===== src/rtl/core/highest_priority_ready_queue_top_assert.svh =====
// assertion macros used by the ready queue top rtl
`ifndef HIGHEST_PRIORITY_READY_QUEUE_TOP_ASSERT_SVH
`define HIGHEST_PRIORITY_READY_QUEUE_TOP_ASSERT_SVH

// same-cycle implication, sampled on clk_i, off while rst_ni is low
`define HPQ_ASSERT_SAME(lbl, ante, cons, msg) \
  lbl: assert property (@(posedge clk_i) disable iff (!rst_ni) (ante) |-> (cons)) \
    else $error(msg);

// next-cycle implication, sampled on clk_i, off while rst_ni is low
`define HPQ_ASSERT_NEXT(lbl, ante, cons, msg) \
  lbl: assert property (@(posedge clk_i) disable iff (!rst_ni) (ante) |=> (cons)) \
    else $error(msg);

`endif


===== src/rtl/core/hpq_pkg.sv =====
// types and codes shared by the ready queue modules
`default_nettype none

package hpq_pkg;

  localparam logic FUNC_INSERT   = 1'b0;
  localparam logic FUNC_SCHEDULE = 1'b1;

  typedef struct packed {
    logic        func;
    logic [7:0]  proc_id;
    logic [7:0]  priority_req;
    logic [15:0] burst_time;
  } in_item_t;

  typedef struct packed {
    logic        accepted;
    logic        found;
    logic [7:0]  chosen_id;
    logic [15:0] run_time;
  } out_item_t;

  typedef struct packed {
    logic insert;
    logic extract;
  } cell_cmd_t;

endpackage

`default_nettype wire


===== src/rtl/core/hpq_cell.sv =====
// one slot of the sorted ready queue chain
`default_nettype none

module hpq_cell #(
  parameter int unsigned PrioBits = 8
) (
  input  wire logic                 clk_i,
  input  wire logic                 rst_ni,
  input  wire hpq_pkg::cell_cmd_t   cmd_i,
  input  wire logic [7:0]           new_id_i,
  input  wire logic [PrioBits-1:0]  new_prio_i,
  input  wire logic [15:0]          new_burst_i,
  input  wire logic                 left_ge_i,
  input  wire logic                 left_valid_i,
  input  wire logic [7:0]           left_id_i,
  input  wire logic [PrioBits-1:0]  left_prio_i,
  input  wire logic [15:0]          left_burst_i,
  input  wire logic                 right_valid_i,
  input  wire logic [7:0]           right_id_i,
  input  wire logic [PrioBits-1:0]  right_prio_i,
  input  wire logic [15:0]          right_burst_i,
  output logic                      ge_o,
  output logic                      valid_o,
  output logic [7:0]                id_o,
  output logic [PrioBits-1:0]       prio_o,
  output logic [15:0]               burst_o
);

  logic                valid_q, valid_d;
  logic [7:0]          id_q, id_d;
  logic [PrioBits-1:0] prio_q, prio_d;
  logic [15:0]         burst_q, burst_d;

  // this entry stays ahead of the new one (equal priority: older first)
  assign ge_o = valid_q && (prio_q >= new_prio_i);

  always_comb begin
    valid_d = valid_q;
    id_d    = id_q;
    prio_d  = prio_q;
    burst_d = burst_q;
    if (cmd_i.insert) begin
      if (!ge_o) begin
        if (left_ge_i) begin
          valid_d = 1'b1;
          id_d    = new_id_i;
          prio_d  = new_prio_i;
          burst_d = new_burst_i;
        end else begin
          valid_d = left_valid_i;
          id_d    = left_id_i;
          prio_d  = left_prio_i;
          burst_d = left_burst_i;
        end
      end
    end else if (cmd_i.extract) begin
      valid_d = right_valid_i;
      id_d    = right_id_i;
      prio_d  = right_prio_i;
      burst_d = right_burst_i;
    end
  end

  always_ff @(posedge clk_i or negedge rst_ni) begin
    if (!rst_ni) begin
      valid_q <= 1'b0;
    end else begin
      valid_q <= valid_d;
    end
  end

  always_ff @(posedge clk_i) begin
    id_q    <= id_d;
    prio_q  <= prio_d;
    burst_q <= burst_d;
  end

  assign valid_o = valid_q;
  assign id_o    = id_q;
  assign prio_o  = prio_q;
  assign burst_o = burst_q;

endmodule

`default_nettype wire


===== src/rtl/core/highest_priority_ready_queue_top.sv =====
// highest-priority-first ready queue built as a sorted chain of cells
`default_nettype none

// Ready queue of up to QUEUE_DEPTH process entries, kept as a chain of cells
// sorted by priority (larger first) and, among equal priorities, by arrival
// (older first). Cell 0 always holds the entry a schedule would pick. An item
// is transferred at a rising edge with start high and busy low. An insert
// broadcasts the new entry to all cells: cells that stay ahead keep their
// entry, the first cell behind them takes the new one and the rest shift one
// place toward the tail. A schedule hands cell 0 out and shifts every cell
// one place toward the head. The chain updates at the transfer edge and the
// result is shown on rsp_o with strobe high for the following cycle, during
// which busy is high and no new item is taken. The receiver cannot stall:
// a result is there for exactly one cycle and must be captured then. An
// insert into a full chain is dropped with accepted low; a schedule on an
// empty chain returns found low with zero id and run time.
module highest_priority_ready_queue_top #(
  parameter int unsigned QUEUE_DEPTH   = 16,
  parameter int unsigned PRIORITY_BITS = 8
) (
  input  wire logic               clk_i,
  input  wire logic               rst_ni,
  input  wire logic               start,
  input  wire hpq_pkg::in_item_t  req_i,
  output logic                    busy,
  output logic                    strobe,
  output hpq_pkg::out_item_t      rsp_o
);

  `include "highest_priority_ready_queue_top_assert.svh"

  // chain taps: index i is cell i, index QUEUE_DEPTH is the empty tail
  logic [QUEUE_DEPTH:0]         tap_valid;
  logic [7:0]                   tap_id    [QUEUE_DEPTH+1];
  logic [PRIORITY_BITS-1:0]     tap_prio  [QUEUE_DEPTH+1];
  logic [15:0]                  tap_burst [QUEUE_DEPTH+1];
  // ge flag chain: index i feeds cell i, index 0 is a sentinel that is always set
  logic [QUEUE_DEPTH:0]         ge_chain;

  logic                         take;
  logic                         full;
  hpq_pkg::cell_cmd_t           cmd;
  logic [PRIORITY_BITS-1:0]     new_prio;
  logic [QUEUE_DEPTH-1:0]       occ;

  hpq_pkg::out_item_t           rsp_q, rsp_d;
  logic                         strobe_q;

  // one item in flight: the result cycle blocks the next transfer
  assign busy   = strobe_q;
  assign take   = start && !busy;
  assign full   = tap_valid[QUEUE_DEPTH-1];

  assign cmd.insert  = take && (req_i.func == hpq_pkg::FUNC_INSERT) && !full;
  assign cmd.extract = take && (req_i.func == hpq_pkg::FUNC_SCHEDULE);

  // only the low priority bits are kept
  assign new_prio = PRIORITY_BITS'(req_i.priority_req);

  // tail beyond the last cell is always empty
  assign tap_valid[QUEUE_DEPTH] = 1'b0;
  assign tap_id[QUEUE_DEPTH]    = '0;
  assign tap_prio[QUEUE_DEPTH]  = '0;
  assign tap_burst[QUEUE_DEPTH] = '0;
  assign ge_chain[0]            = 1'b1;

  for (genvar i = 0; i < QUEUE_DEPTH; i++) begin : g_cell
    // left neighbor data; cell 0 never takes from the left, it gets the new entry
    logic                     l_valid;
    logic [7:0]               l_id;
    logic [PRIORITY_BITS-1:0] l_prio;
    logic [15:0]              l_burst;

    if (i == 0) begin : g_head
      assign l_valid = 1'b0;
      assign l_id    = '0;
      assign l_prio  = '0;
      assign l_burst = '0;
    end else begin : g_body
      assign l_valid = tap_valid[i-1];
      assign l_id    = tap_id[i-1];
      assign l_prio  = tap_prio[i-1];
      assign l_burst = tap_burst[i-1];
    end

    hpq_cell #(
      .PrioBits (PRIORITY_BITS)
    ) u_cell (
      .clk_i         (clk_i),
      .rst_ni        (rst_ni),
      .cmd_i         (cmd),
      .new_id_i      (req_i.proc_id),
      .new_prio_i    (new_prio),
      .new_burst_i   (req_i.burst_time),
      .left_ge_i     (ge_chain[i]),
      .left_valid_i  (l_valid),
      .left_id_i     (l_id),
      .left_prio_i   (l_prio),
      .left_burst_i  (l_burst),
      .right_valid_i (tap_valid[i+1]),
      .right_id_i    (tap_id[i+1]),
      .right_prio_i  (tap_prio[i+1]),
      .right_burst_i (tap_burst[i+1]),
      .ge_o          (ge_chain[i+1]),
      .valid_o       (tap_valid[i]),
      .id_o          (tap_id[i]),
      .prio_o        (tap_prio[i]),
      .burst_o       (tap_burst[i])
    );
  end

  assign occ = tap_valid[QUEUE_DEPTH-1:0];

  // result is built from the chain as it stands before the update
  always_comb begin
    rsp_d.accepted  = cmd.insert;
    rsp_d.found     = 1'b0;
    rsp_d.chosen_id = '0;
    rsp_d.run_time  = '0;
    if (cmd.extract && tap_valid[0]) begin
      rsp_d.found     = 1'b1;
      rsp_d.chosen_id = tap_id[0];
      rsp_d.run_time  = tap_burst[0];
    end
  end

  always_ff @(posedge clk_i or negedge rst_ni) begin
    if (!rst_ni) begin
      strobe_q <= 1'b0;
    end else begin
      strobe_q <= take;
    end
  end

  always_ff @(posedge clk_i) begin
    if (take) begin
      rsp_q <= rsp_d;
    end
  end

  assign strobe = strobe_q;
  assign rsp_o  = rsp_q;

  // occupied cells always form an unbroken run from the head
  `HPQ_ASSERT_SAME(a_occ_contiguous, 1'b1, ((occ + 1'b1) & occ) == '0,
    "occupied cells are not contiguous from the head")

  // a stored insert adds exactly one entry
  `HPQ_ASSERT_NEXT(a_insert_count, cmd.insert,
    $countones(occ) == $past($countones(occ)) + 1, "insert did not add one entry")

  // a successful schedule removes exactly one entry
  `HPQ_ASSERT_NEXT(a_extract_count, cmd.extract && tap_valid[0],
    $countones(occ) == $past($countones(occ)) - 1, "schedule did not remove one entry")

  // a result never reports both an insert and a schedule outcome
  `HPQ_ASSERT_SAME(a_rsp_exclusive, strobe_q, !(rsp_q.accepted && rsp_q.found),
    "result flags both accepted and found")

endmodule

`default_nettype wire

===== config.mk =====
export PLATFORM = sky130hd
export DESIGN_NAME = highest_priority_ready_queue_top
export DESIGN_NICKNAME = d
export VERILOG_FILES = /design/src/rtl/core/hpq_pkg.sv /design/src/rtl/core/hpq_cell.sv /design/src/rtl/core/highest_priority_ready_queue_top.sv
export VERILOG_INCLUDE_DIRS = /design/src /design/src/rtl/core
export SDC_FILE = /design/constraint.sdc
export NUM_CORES = 1
export LEC_CHECK = 0
export BUFFER_PORTS_ARGS = -buffer_cell sky130_fd_sc_hd__buf_2
export CAP_MARGIN = 20
export CORE_MARGIN = 5
export CORE_UTILIZATION = 60
export DETAILED_ROUTE_END_ITERATION = 8
export GPL_ROUTABILITY_DRIVEN = 0
export PLACE_DENSITY = 0.85
export SYNTH_ARGS = -nofsm -noshare
export SYNTH_HDL_FRONTEND = slang
export SYNTH_SLANG_ARGS = --single-unit

===== constraint.sdc =====
create_clock -name clk_i -period 13 [get_ports clk_i]
set_clock_uncertainty 0.1 [all_clocks]
set_input_delay 0 -clock clk_i [delete_from_list [all_inputs] [get_ports clk_i]]
set_output_delay 0 -clock clk_i [all_outputs]
set_load 0.02 [all_outputs]

==> results.md, run 1 <==
Outcome:
- The run finished with clean final reports.

Cells and area:
- In the layout the commonest cells are sky130_fd_sc_hd__edfxtp_1 (538), sky130_fd_sc_hd__mux2i_1 (466), sky130_fd_sc_hd__a21oi_1 (466), sky130_fd_sc_hd__nor2_1 (465), sky130_fd_sc_hd__nand2_1 (143).
- The share of layout cells above drive strength 1 is 0.0842.
- The most common library cell in the layout ignoring fill and taps is sky130_fd_sc_hd__edfxtp_1.
- The final-layout fill cell count is approximately 3500.
- Compared with the post-synthesis result, the final layout area differs by 8.91%.
- Summing all multi-input logic gate instances after layout gives between 0.01 and 0.015 sq mm.
- Across the whole layout, storage elements account for between 0.015 and 0.02 sq mm.
- The net count of the finished layout is ~2800.
- After the flow finishes, the layout carries non-filler instances totaling between 3000 and 4000.

Yosys:
- The count of mapped cells out of synthesis is 2681.
- The number of nets in the synthesized netlist is about 2800.
- The cell type contributing the most total cell area after synthesis is sky130_fd_sc_hd__edfxtp_1.
- The number of synthesized register bits is ~560.
- The area share of the largest cell type after synthesis is 0.533.
- The distinct cell type count of the synthesized netlist is 39.
- The Yosys step of the flow raised 0 warnings.
- Sorting the synthesized cells by area gives the leading types as sky130_fd_sc_hd__edfxtp_1 (53%), sky130_fd_sc_hd__mux2i_1 (15%), sky130_fd_sc_hd__a21oi_1 (7.7%).
- In this run the cell area of the synthesized design comes to between 0.03 and 0.04 sq mm.
- Of the synthesized area, sequential elements account for 0.547.
- The per-instance average area after synthesis is between 10 and 15 sq um.

Route:
- The highest signal layer in the routed design is met5.
- The residual antenna-violating net count after detailed routing is 0.
- The routed design has 83.9 mm of wire.
- In the detailed route, the total length drawn on met2 is 38.7 mm.
- The final routed DRC violation total is 0.
- Using the TritonRoute via totals, the vias-per-cell ratio works out to between 6 and 7.
- The iteration-0 DRC count of the detailed router is 3225.
- Detailed routing inserted a total of 22200 vias.
- The detailed router put a total of 30.9 mm of wire on met1.
- The met3 routed wirelength is 10.3 mm.
- The average wire per cell in the routed design is 24.8 um.
- For this run, the detailed router's first-pass iteration total came to 6.

Place:
- Input and output buffers added on the ports amount to between 60 and 70.
- The HPWL reported at the end of detailed placement is 47.8 mm.
- In this run, placement finished with an instance count of about 3200.

Die:
- The core region area is between 0.05 and 0.06 sq mm.
- The die is 235 um wide.
- The die extent in y is between 200 and 250 um.
- The number of top-level pins is between 60 and 70.
- The number of rows created at floorplan is 82.
- The initial utilization of the core area, before any placement, comes to 0.606.
- The die area is ~0.055 sq mm.

Global routing:
- The total overflow left after global routing is 0.
- The global-route total usage across every layer is 0.291.
- The via count of the first global-routing pass is approximately 22000.
- The largest net degree at the start of global routing is 242.
- The first-pass GRT wire length is 127 mm.
- The number of antenna violations at the first check in global routing is 3.

Clock tree:
- The number of setup buffers added after CTS is 0.
- The CTS tree is built.
- The CTS clock-pin slew for the worst setup and hold paths is 0.06 ns.
- The H-tree depth reported by CTS is 2.
- The clock root buffer is sky130_fd_sc_hd__clkbuf_16.
- The clock latency on the worst-skew pair is between 0.6 and 0.7 ns.
- The number of hold buffers added after CTS was 35.
- The post-cts resize count is 0.
- The maximum count of clock buffers along a single path is 3.
- The clock net in this run drives a total of between 500 and 600 sinks.
- The total CTS buffers is 54.

Timing:
- The final count of negative-setup-slack endpoints is 0.
- The count of final hold-check violations is 0.
- Dividing the final minimum period by the clock period gives 0.322.
- The top achievable clock speed is approximately 0.24 GHz.
- Setup total negative slack on the finished layout was measured at 0 ns.
- The final count of pins violating max slew came to 0.
- Headroom to the max-slew limit came out at 0.203.
- The minimum clock period after layout is ~4.2 ns.
- The slew at the pin with the worst max-slew slack is ~1.2 ns.
- Setup repair after global routing left no endpoint under its margin.

Power:
- Of the total power, combinational logic draws 0.276.
- Of the total power, the clock network draws 0.285.
- Of the total power, the share spent switching nets is 0.332.
- The portion of total power attributed to sequential cells is 0.439.
- The internal power is roughly 3.7 mW.
- Dividing total power by cell area gives a power density of about 170 mW/mm^2.
- In this run the power spent charging and discharging nets is roughly 1.8 mW.
- The maximum ir drop on the vdd rail is 0.000104 V.
- The analysis attributes to cell leakage a power of around 12 nW.

Worst setup path:
- The data required time of the critical path is between 10 and 15 ns.
- In this run the worst setup path begins at busy.
- The type of the setup path with the least slack is register to register.
- The startpoint identified for the worst register-to-register timing path is busy.
- In this run the worst path has a maximum fanout of approximately 240.
- The critical path capture point type is a register.
- The element type at the critical path start is a register.
- Data on the critical path arrives at its endpoint at 4.54 ns.

Hold path:
- The path class of the tightest hold or removal check is primary input to register.
- The startpoint identified for the worst hold timing path is req_i[16].

Run:
- The total of max-cap violations is 0.
==> final timing paths <==
path / slack, ns / cells past startpoint / end
max: 8.81 / 8 / g_cell[15].u_cell.prio_o[0]
min: 0.06 / 3 / g_cell[8].u_cell.prio_o[0]
max reg2reg: 8.81 / 8 / g_cell[15].u_cell.prio_o[0]
min reg2reg: 0.45 / 2 / g_cell[0].u_cell.burst_o[14]
max in group asynchronous: 11.96 / 4 / g_cell[0].u_cell.valid_o
min in group asynchronous: 0.35 / 3 / g_cell[9].u_cell.valid_o
==> critical path: stages (launching register included) <==
cell and delay, ns:
sky130_fd_sc_hd__dfrtp_1 0.38, sky130_fd_sc_hd__nand2b_1 0.18, sky130_fd_sc_hd__or3_4 0.41, sky130_fd_sc_hd__inv_8 0.60, sky130_fd_sc_hd__buf_12 0.61, sky130_fd_sc_hd__buf_4 0.60
sky130_fd_sc_hd__buf_16 0.33, sky130_fd_sc_hd__nand2_1 0.11, sky130_fd_sc_hd__mux2i_1 0.20
==> sequential cells by signal, summed over array words and instances (netlist names) <==
signal and flops:
busy 1, g_cell.u_cell.burst_o 256, g_cell.u_cell.id_o 128, g_cell.u_cell.prio_o 128, g_cell.u_cell.valid_o 16, rsp_o 26
==> Yosys cell counts <==
| cell type | instances |
|---|---|
| sky130_fd_sc_hd__or3_4 | 1 |
| sky130_fd_sc_hd__nand2b_1 | 2 |
| sky130_fd_sc_hd__and2_1 | 1 |
| sky130_fd_sc_hd__nand2_1 | 145 |
| sky130_fd_sc_hd__clkbuf_1 | 50 |
| sky130_fd_sc_hd__mux2i_1 | 466 |
| sky130_fd_sc_hd__o2111ai_4 | 1 |
| sky130_fd_sc_hd__inv_1 | 39 |
| sky130_fd_sc_hd__nor3_1 | 1 |
| sky130_fd_sc_hd__a21oi_1 | 466 |
| sky130_fd_sc_hd__buf_4 | 50 |
| sky130_fd_sc_hd__edfxtp_1 | 538 |
| sky130_fd_sc_hd__nor2_1 | 465 |
| sky130_fd_sc_hd__o211ai_1 | 1 |
| sky130_fd_sc_hd__buf_8 | 1 |
| sky130_fd_sc_hd__a221oi_1 | 13 |
| sky130_fd_sc_hd__inv_2 | 1 |
| sky130_fd_sc_hd__o21ai_0 | 31 |
| sky130_fd_sc_hd__o21a_1 | 14 |
| sky130_fd_sc_hd__nand3_1 | 15 |
| sky130_fd_sc_hd__nor3b_1 | 14 |
| sky130_fd_sc_hd__o31ai_1 | 1 |
| sky130_fd_sc_hd__buf_6 | 26 |
| sky130_fd_sc_hd__a22oi_1 | 1 |
| sky130_fd_sc_hd__dfrtp_1 | 17 |
| sky130_fd_sc_hd__and3_1 | 37 |
| sky130_fd_sc_hd__o221ai_1 | 14 |
| sky130_fd_sc_hd__buf_12 | 2 |
| sky130_fd_sc_hd__o22ai_1 | 13 |
| sky130_fd_sc_hd__buf_2 | 89 |
| sky130_fd_sc_hd__a221oi_2 | 1 |
| sky130_fd_sc_hd__and3_4 | 1 |
| sky130_fd_sc_hd__a21o_1 | 15 |
| sky130_fd_sc_hd__o22ai_4 | 1 |
| sky130_fd_sc_hd__a211oi_1 | 13 |
| sky130_fd_sc_hd__ha_1 | 120 |
| sky130_fd_sc_hd__a31oi_1 | 1 |
| sky130_fd_sc_hd__buf_1 | 1 |
| sky130_fd_sc_hd__o2111ai_1 | 13 |
==> cells by family after synthesis <==
family / Yosys count / share of synthesized area
AND/OR/NAND/NOR: 682 / 0.0906
adder cells (fa/ha/maj): 120 / 0.0495
buffers and inverters: 259 / 0.0498
AO/OA/AOI/OAI: 599 / 0.110
multiplexers: 466 / 0.154
flip-flops: 555 / 0.547
==> area by class of cell <==
type	instances	area share
antenna	3	0.000227
clock buffer	65	0.0431
clock inverter	36	0.00958
inverter	40	0.00477
multi-input combinational	1867	0.381
sequential	555	0.502
tap	672	0.0255
timing repair buffer	146	0.0339
==> power by group through the flow <==
stage,Sequential [mW],Combinational (mW),Clock (mW)
after floorplan,2.42,1.10,0
after global placement,2.46,1.41,0
after detailed placement,2.47,1.47,0
after CTS,2.43,1.49,1.59
after global routing,2.46,1.62,1.65
final,2.44,1.53,1.58
==> per-stage QoR <==
step	hold slack (ns)	setup WS [ns]	util	power [mW]	instance area [sq um]
2_1_floorplan	-0.396	8.34	-	3.52	30300
4_1_cts	0.0167	8.90	0.658	5.51	32900
3_3_place_gp	-0.129	9.07	0.616	3.86	30800
3_5_place_dp	-0.115	8.93	0.616	3.93	30800
6_report	0.0581	8.81	0.660	5.56	33000
5_1_grt	0.0841	8.52	0.660	5.73	33000
==> layer usage <==
layer | vias to the layer above | global-route usage
met5 | - | 0
met2 | 1520 | 0.459
met3 | 260 | 0.0648
li1 | 9806 | -
met4 | 2 | 0.132
met1 | 10600 | 0.388
(Power assumes the default switching activity.)
==> run 2, diff against run 1 <==
ABC_AREA = 1   (was unset)
clock period = 4.2 ns   (was 13 ns; I/O delays follow)
==> results.md, run 2 <==
Worst setup path:
- The critical path capture point type is a register.
- The worst endpoint data arrival time is between 3 and 4 ns.
- The data required time of the critical path is around 4.7 ns.
- The largest fanout of any net on the critical path is 281.
- In this run the critical register-to-register path is launched from g_cell[15].u_cell.valid_o.
- The worst setup path is launched from a register.
- The critical path starts at g_cell[15].u_cell.valid_o.
- The type of the setup path with the least slack is register to register.

Yosys:
- The per-instance average area after synthesis is ~7.6 sq um.
- The simple-gate share of the synthesized area is 0.319.
- By count the netlist is led by sky130_fd_sc_hd__nand2_1 (2505), sky130_fd_sc_hd__edfxtp_1 (538), sky130_fd_sc_hd__inv_1 (526).
- The top flip-flop cell by instance count after synthesis is sky130_fd_sc_hd__edfxtp_1.
- The cell type contributing the most total cell area after synthesis is sky130_fd_sc_hd__edfxtp_1.
- Counting every net in the synthesized netlist gives 4342.
- Synthesis handed over a netlist of between 4000 and 5000 instances.
- Of the post-synthesis cell area, the part taken by muxes is 0.
- By area the synthesized netlist is led by sky130_fd_sc_hd__edfxtp_1 (51%), sky130_fd_sc_hd__nand2_1 (30%), sky130_fd_sc_hd__inv_1 (6.2%).
- Of the total synthesized cell area, the portion taken by full adders, half adders and majority gates is 0.0475.
- The cell with the most instances after synthesis is sky130_fd_sc_hd__nand2_1.
- The share of synthesized area in the top cell type comes to 0.511.
- The main combinational cell family by area after synthesis is simple AND/OR/NAND/NOR gates.
- The xor/xnor cell area share of the yosys netlist is 0.
- Yosys printed 0 warnings.
- The post-synthesis cell area is 0.0316 sq mm.
- The number of synthesized register bits is about 560.
- The complex-gate fraction of the synthesized area is 0.0206.
- The share of the Yosys chip area taken by registers is 0.524.
- Yosys mapped the design onto 22 distinct sky130hd cell types.
- The number of enable-type register cells in the synthesized netlist is 538.
- The proportion of synthesized flip-flops having asynchronous set or reset is 0.0306.

Clock tree:
- The maximum count of clock buffers along a single path is 3.
- At the later pin of the worst-skew pair, clock insertion delay measures 0.62 ns.
- Clock tree synthesis selected as its root buffer the cell sky130_fd_sc_hd__clkbuf_16.
- The total number of clock tree sinks is approximately 560.
- TritonCTS created 56 clock buffers.
- The number of setup buffers added after CTS is 0.
- The CTS tree is built.
- The clock tree synthesis step divided the H-tree into 2 levels.
- After clock tree synthesis, the clock-pin slew on the worst setup and hold paths is around 0.07 ns.

Timing:
- The final sum of negative setup slack is 0 ns.
- Setup repair after global routing left no endpoint under its margin.
- The final count of negative-setup-slack endpoints is 0.
- Based on the critical path, the design can be clocked at up to roughly 0.34 GHz.
- The setup slack after layout is ~1.2 ns.
- The count of final hold-check violations is 0.
- In the finished design, the share of the clock period the worst path needs comes to 0.708.
- The worst-case headroom to the max-slew limit is 0.192.
- The final count of pins violating max slew is 0.
- For the pin with the worst max-slew slack, the measured transition is between 1 and 1.5 ns.
- The minimum clock period after layout is roughly 3.0 ns.

Place:
- The post-place setup slack is ~1.2 ns.
- During placement, the flow inserted port buffers numbering 63.
- The HPWL reported at the end of detailed placement is 51.9 mm.

Die:
- The floorplan has 84 rows.
- The total area inside the core boundary comes to ~0.052 sq mm.
- From bottom edge to top edge, the die measures 240 um.
- The number of top-level pins is 64.
- In this run the horizontal extent of the chip is approximately 240 um.
- The die area is approximately 0.057 sq mm.
- The effective utilization at floorplan is 0.603.

Global routing:
- The global-route total usage across every layer is 0.265.
- The via count of the first global-routing pass is 25000.
- The number of antenna violations at the first check in global routing came to 1.
- The leftover overflow at the end of global routing is 0.
- The first-pass GRT wire length is between 100 and 150 mm.
- Entering global routing, the biggest net connects roughly 280 pins.

Run:
- The tool flagged a number of max-cap violations equal to 0.

Route:
- The count of vias placed by the detailed router is 25900.
- For this block, the routed nets add up to about 77 mm of wire.
- The pre-antenna-repair detailed-routing pass consisted of 7 iterations.
- The average wire per cell in the routed design is between 15 and 20 um.
- The count of nets left with antenna violations once routing finished came out at 0.
- The final routed DRC violation total is 0.
- In this run, the number of DRC markers left after iteration 0 of detailed routing was 3278.
- The number of vias per cell after detailed routing is 5.24.

Cells and area:
- The library cell used most frequently in the layout, excluding fill and tap cells, is sky130_fd_sc_hd__nand2_1.
- From synthesis to final layout, the design area changed by 9.41%.
- The register with the most flip-flops in the layout has 256 of them.
- The repair_antennas step left the layout with diodes totalling 0.
- The top cell types in the final layout, fill and taps aside, are sky130_fd_sc_hd__nand2_1 (2505), sky130_fd_sc_hd__edfxtp_1 (538), sky130_fd_sc_hd__inv_1 (526), sky130_fd_sc_hd__nor2_1 (120), sky130_fd_sc_hd__ha_1 (120).
- Of the cells placed in the final design, the portion with a size suffix greater than 1 is 0.0498.
- After filler insertion, the fill cell instance count of the layout stands at approximately 4100.
- The final layout contains 4364 nets.

Power:
- The maximum ir drop on the vdd rail is ~0.00031 V.
- For this design the ratio of total power to cell area is approximately 430 mW/mm^2.
- The static leakage is a little over 20 nW.

Hold path:
- The worst hold path belongs to the class primary input to register.
- The worst min-delay path startpoint is req_i[32].

Outcome:
- The run finished with clean final reports.
-- run 2: layout make-up --
| class | count | area (sq um) | area share |
|---|---|---|---|
| Sequential cell | 555 | 16600 | 0.479 |
| Multi-Input combinational cell | 2911 | 12300 | 0.354 |
| Inverter | 527 | 1980 | 0.0572 |
| Clock buffer | 67 | 1490 | 0.0429 |
| Timing Repair Buffer | 157 | 1170 | 0.0338 |
| Tap cell | 688 | 861 | 0.0249 |
| Clock inverter | 36 | 278 | 0.00802 |
-- run 2: worst paths after layout --
kind	end	slack, ns	cells past startpoint
max	g_cell[13].u_cell.valid_o	1.23	8
min	g_cell[11].u_cell.valid_o	0.14	8
max reg2reg	g_cell[13].u_cell.valid_o	1.23	8
min reg2reg	g_cell[15].u_cell.valid_o	0.39	2
max in group asynchronous	g_cell[0].u_cell.valid_o	2.89	3
min in group asynchronous	g_cell[13].u_cell.valid_o	0.53	3
-- run 2: cells by family (layout without fill, tap and decap cells) --
kind of cell / after synthesis / count (layout)
AOI/OAI and AO/OA: 122 / 122
adders and majority gates: 120 / 120
buffers and inverters: 720 / 787
DFF: 555 / 555
and+or+nand+nor: 2669 / 2669
-- run 2: metal layers --
layer  GRT usage  vias to the layer above  share of wire  routed length (um)
met3      0.0411                      162          0.094                7240
met5           0                        -              0                   0
li1            -                    12800              -                   -
met4      0.0904                        0          0.030                2340
met2       0.427                     1278           0.46               35400
met1       0.373                    11700           0.42               32200
-- run 2: where the power goes --
group,switching (mW),internal [mW]
registers,0.311,6.88
clock network,2.14,2.75
logic,1.91,0.896
total,4.37,10.5
-- run 2: critical path, cell delays in order, from the launching register on --
cell	delay [ns]
sky130_fd_sc_hd__dfrtp_1	0.34
sky130_fd_sc_hd__inv_1	0.14
sky130_fd_sc_hd__nand3_4	0.13
sky130_fd_sc_hd__buf_4	0.72
sky130_fd_sc_hd__buf_12	0.92
sky130_fd_sc_hd__nand2_1	0.19
sky130_fd_sc_hd__nand2_1	0.15
sky130_fd_sc_hd__nand2_1	0.07
sky130_fd_sc_hd__nand2_1	0.05
-- run 2: stage by stage --
stage               hold slack (ns)  power [mW]   util  std cells  cell area (sq um)
floorplan                    -0.396        9.22      -       4186              31600
global placement             -0.128        9.88  0.620       4803              32500
detailed placement           -0.130        10.0  0.620       4803              32500
CTS                           0.125        14.9  0.660       4941              34600
global route                  0.198        15.6  0.660       4941              34600
finish                        0.144        14.9  0.660       4941              34600
-- run 2: what timing repair did --
item | in CTS | in global routing
endpoints found under the setup margin | 0 | 0
gates resized for setup | 0 | 0
hold endpoints to repair | 67 | 0
hold buffers | 35 | 0
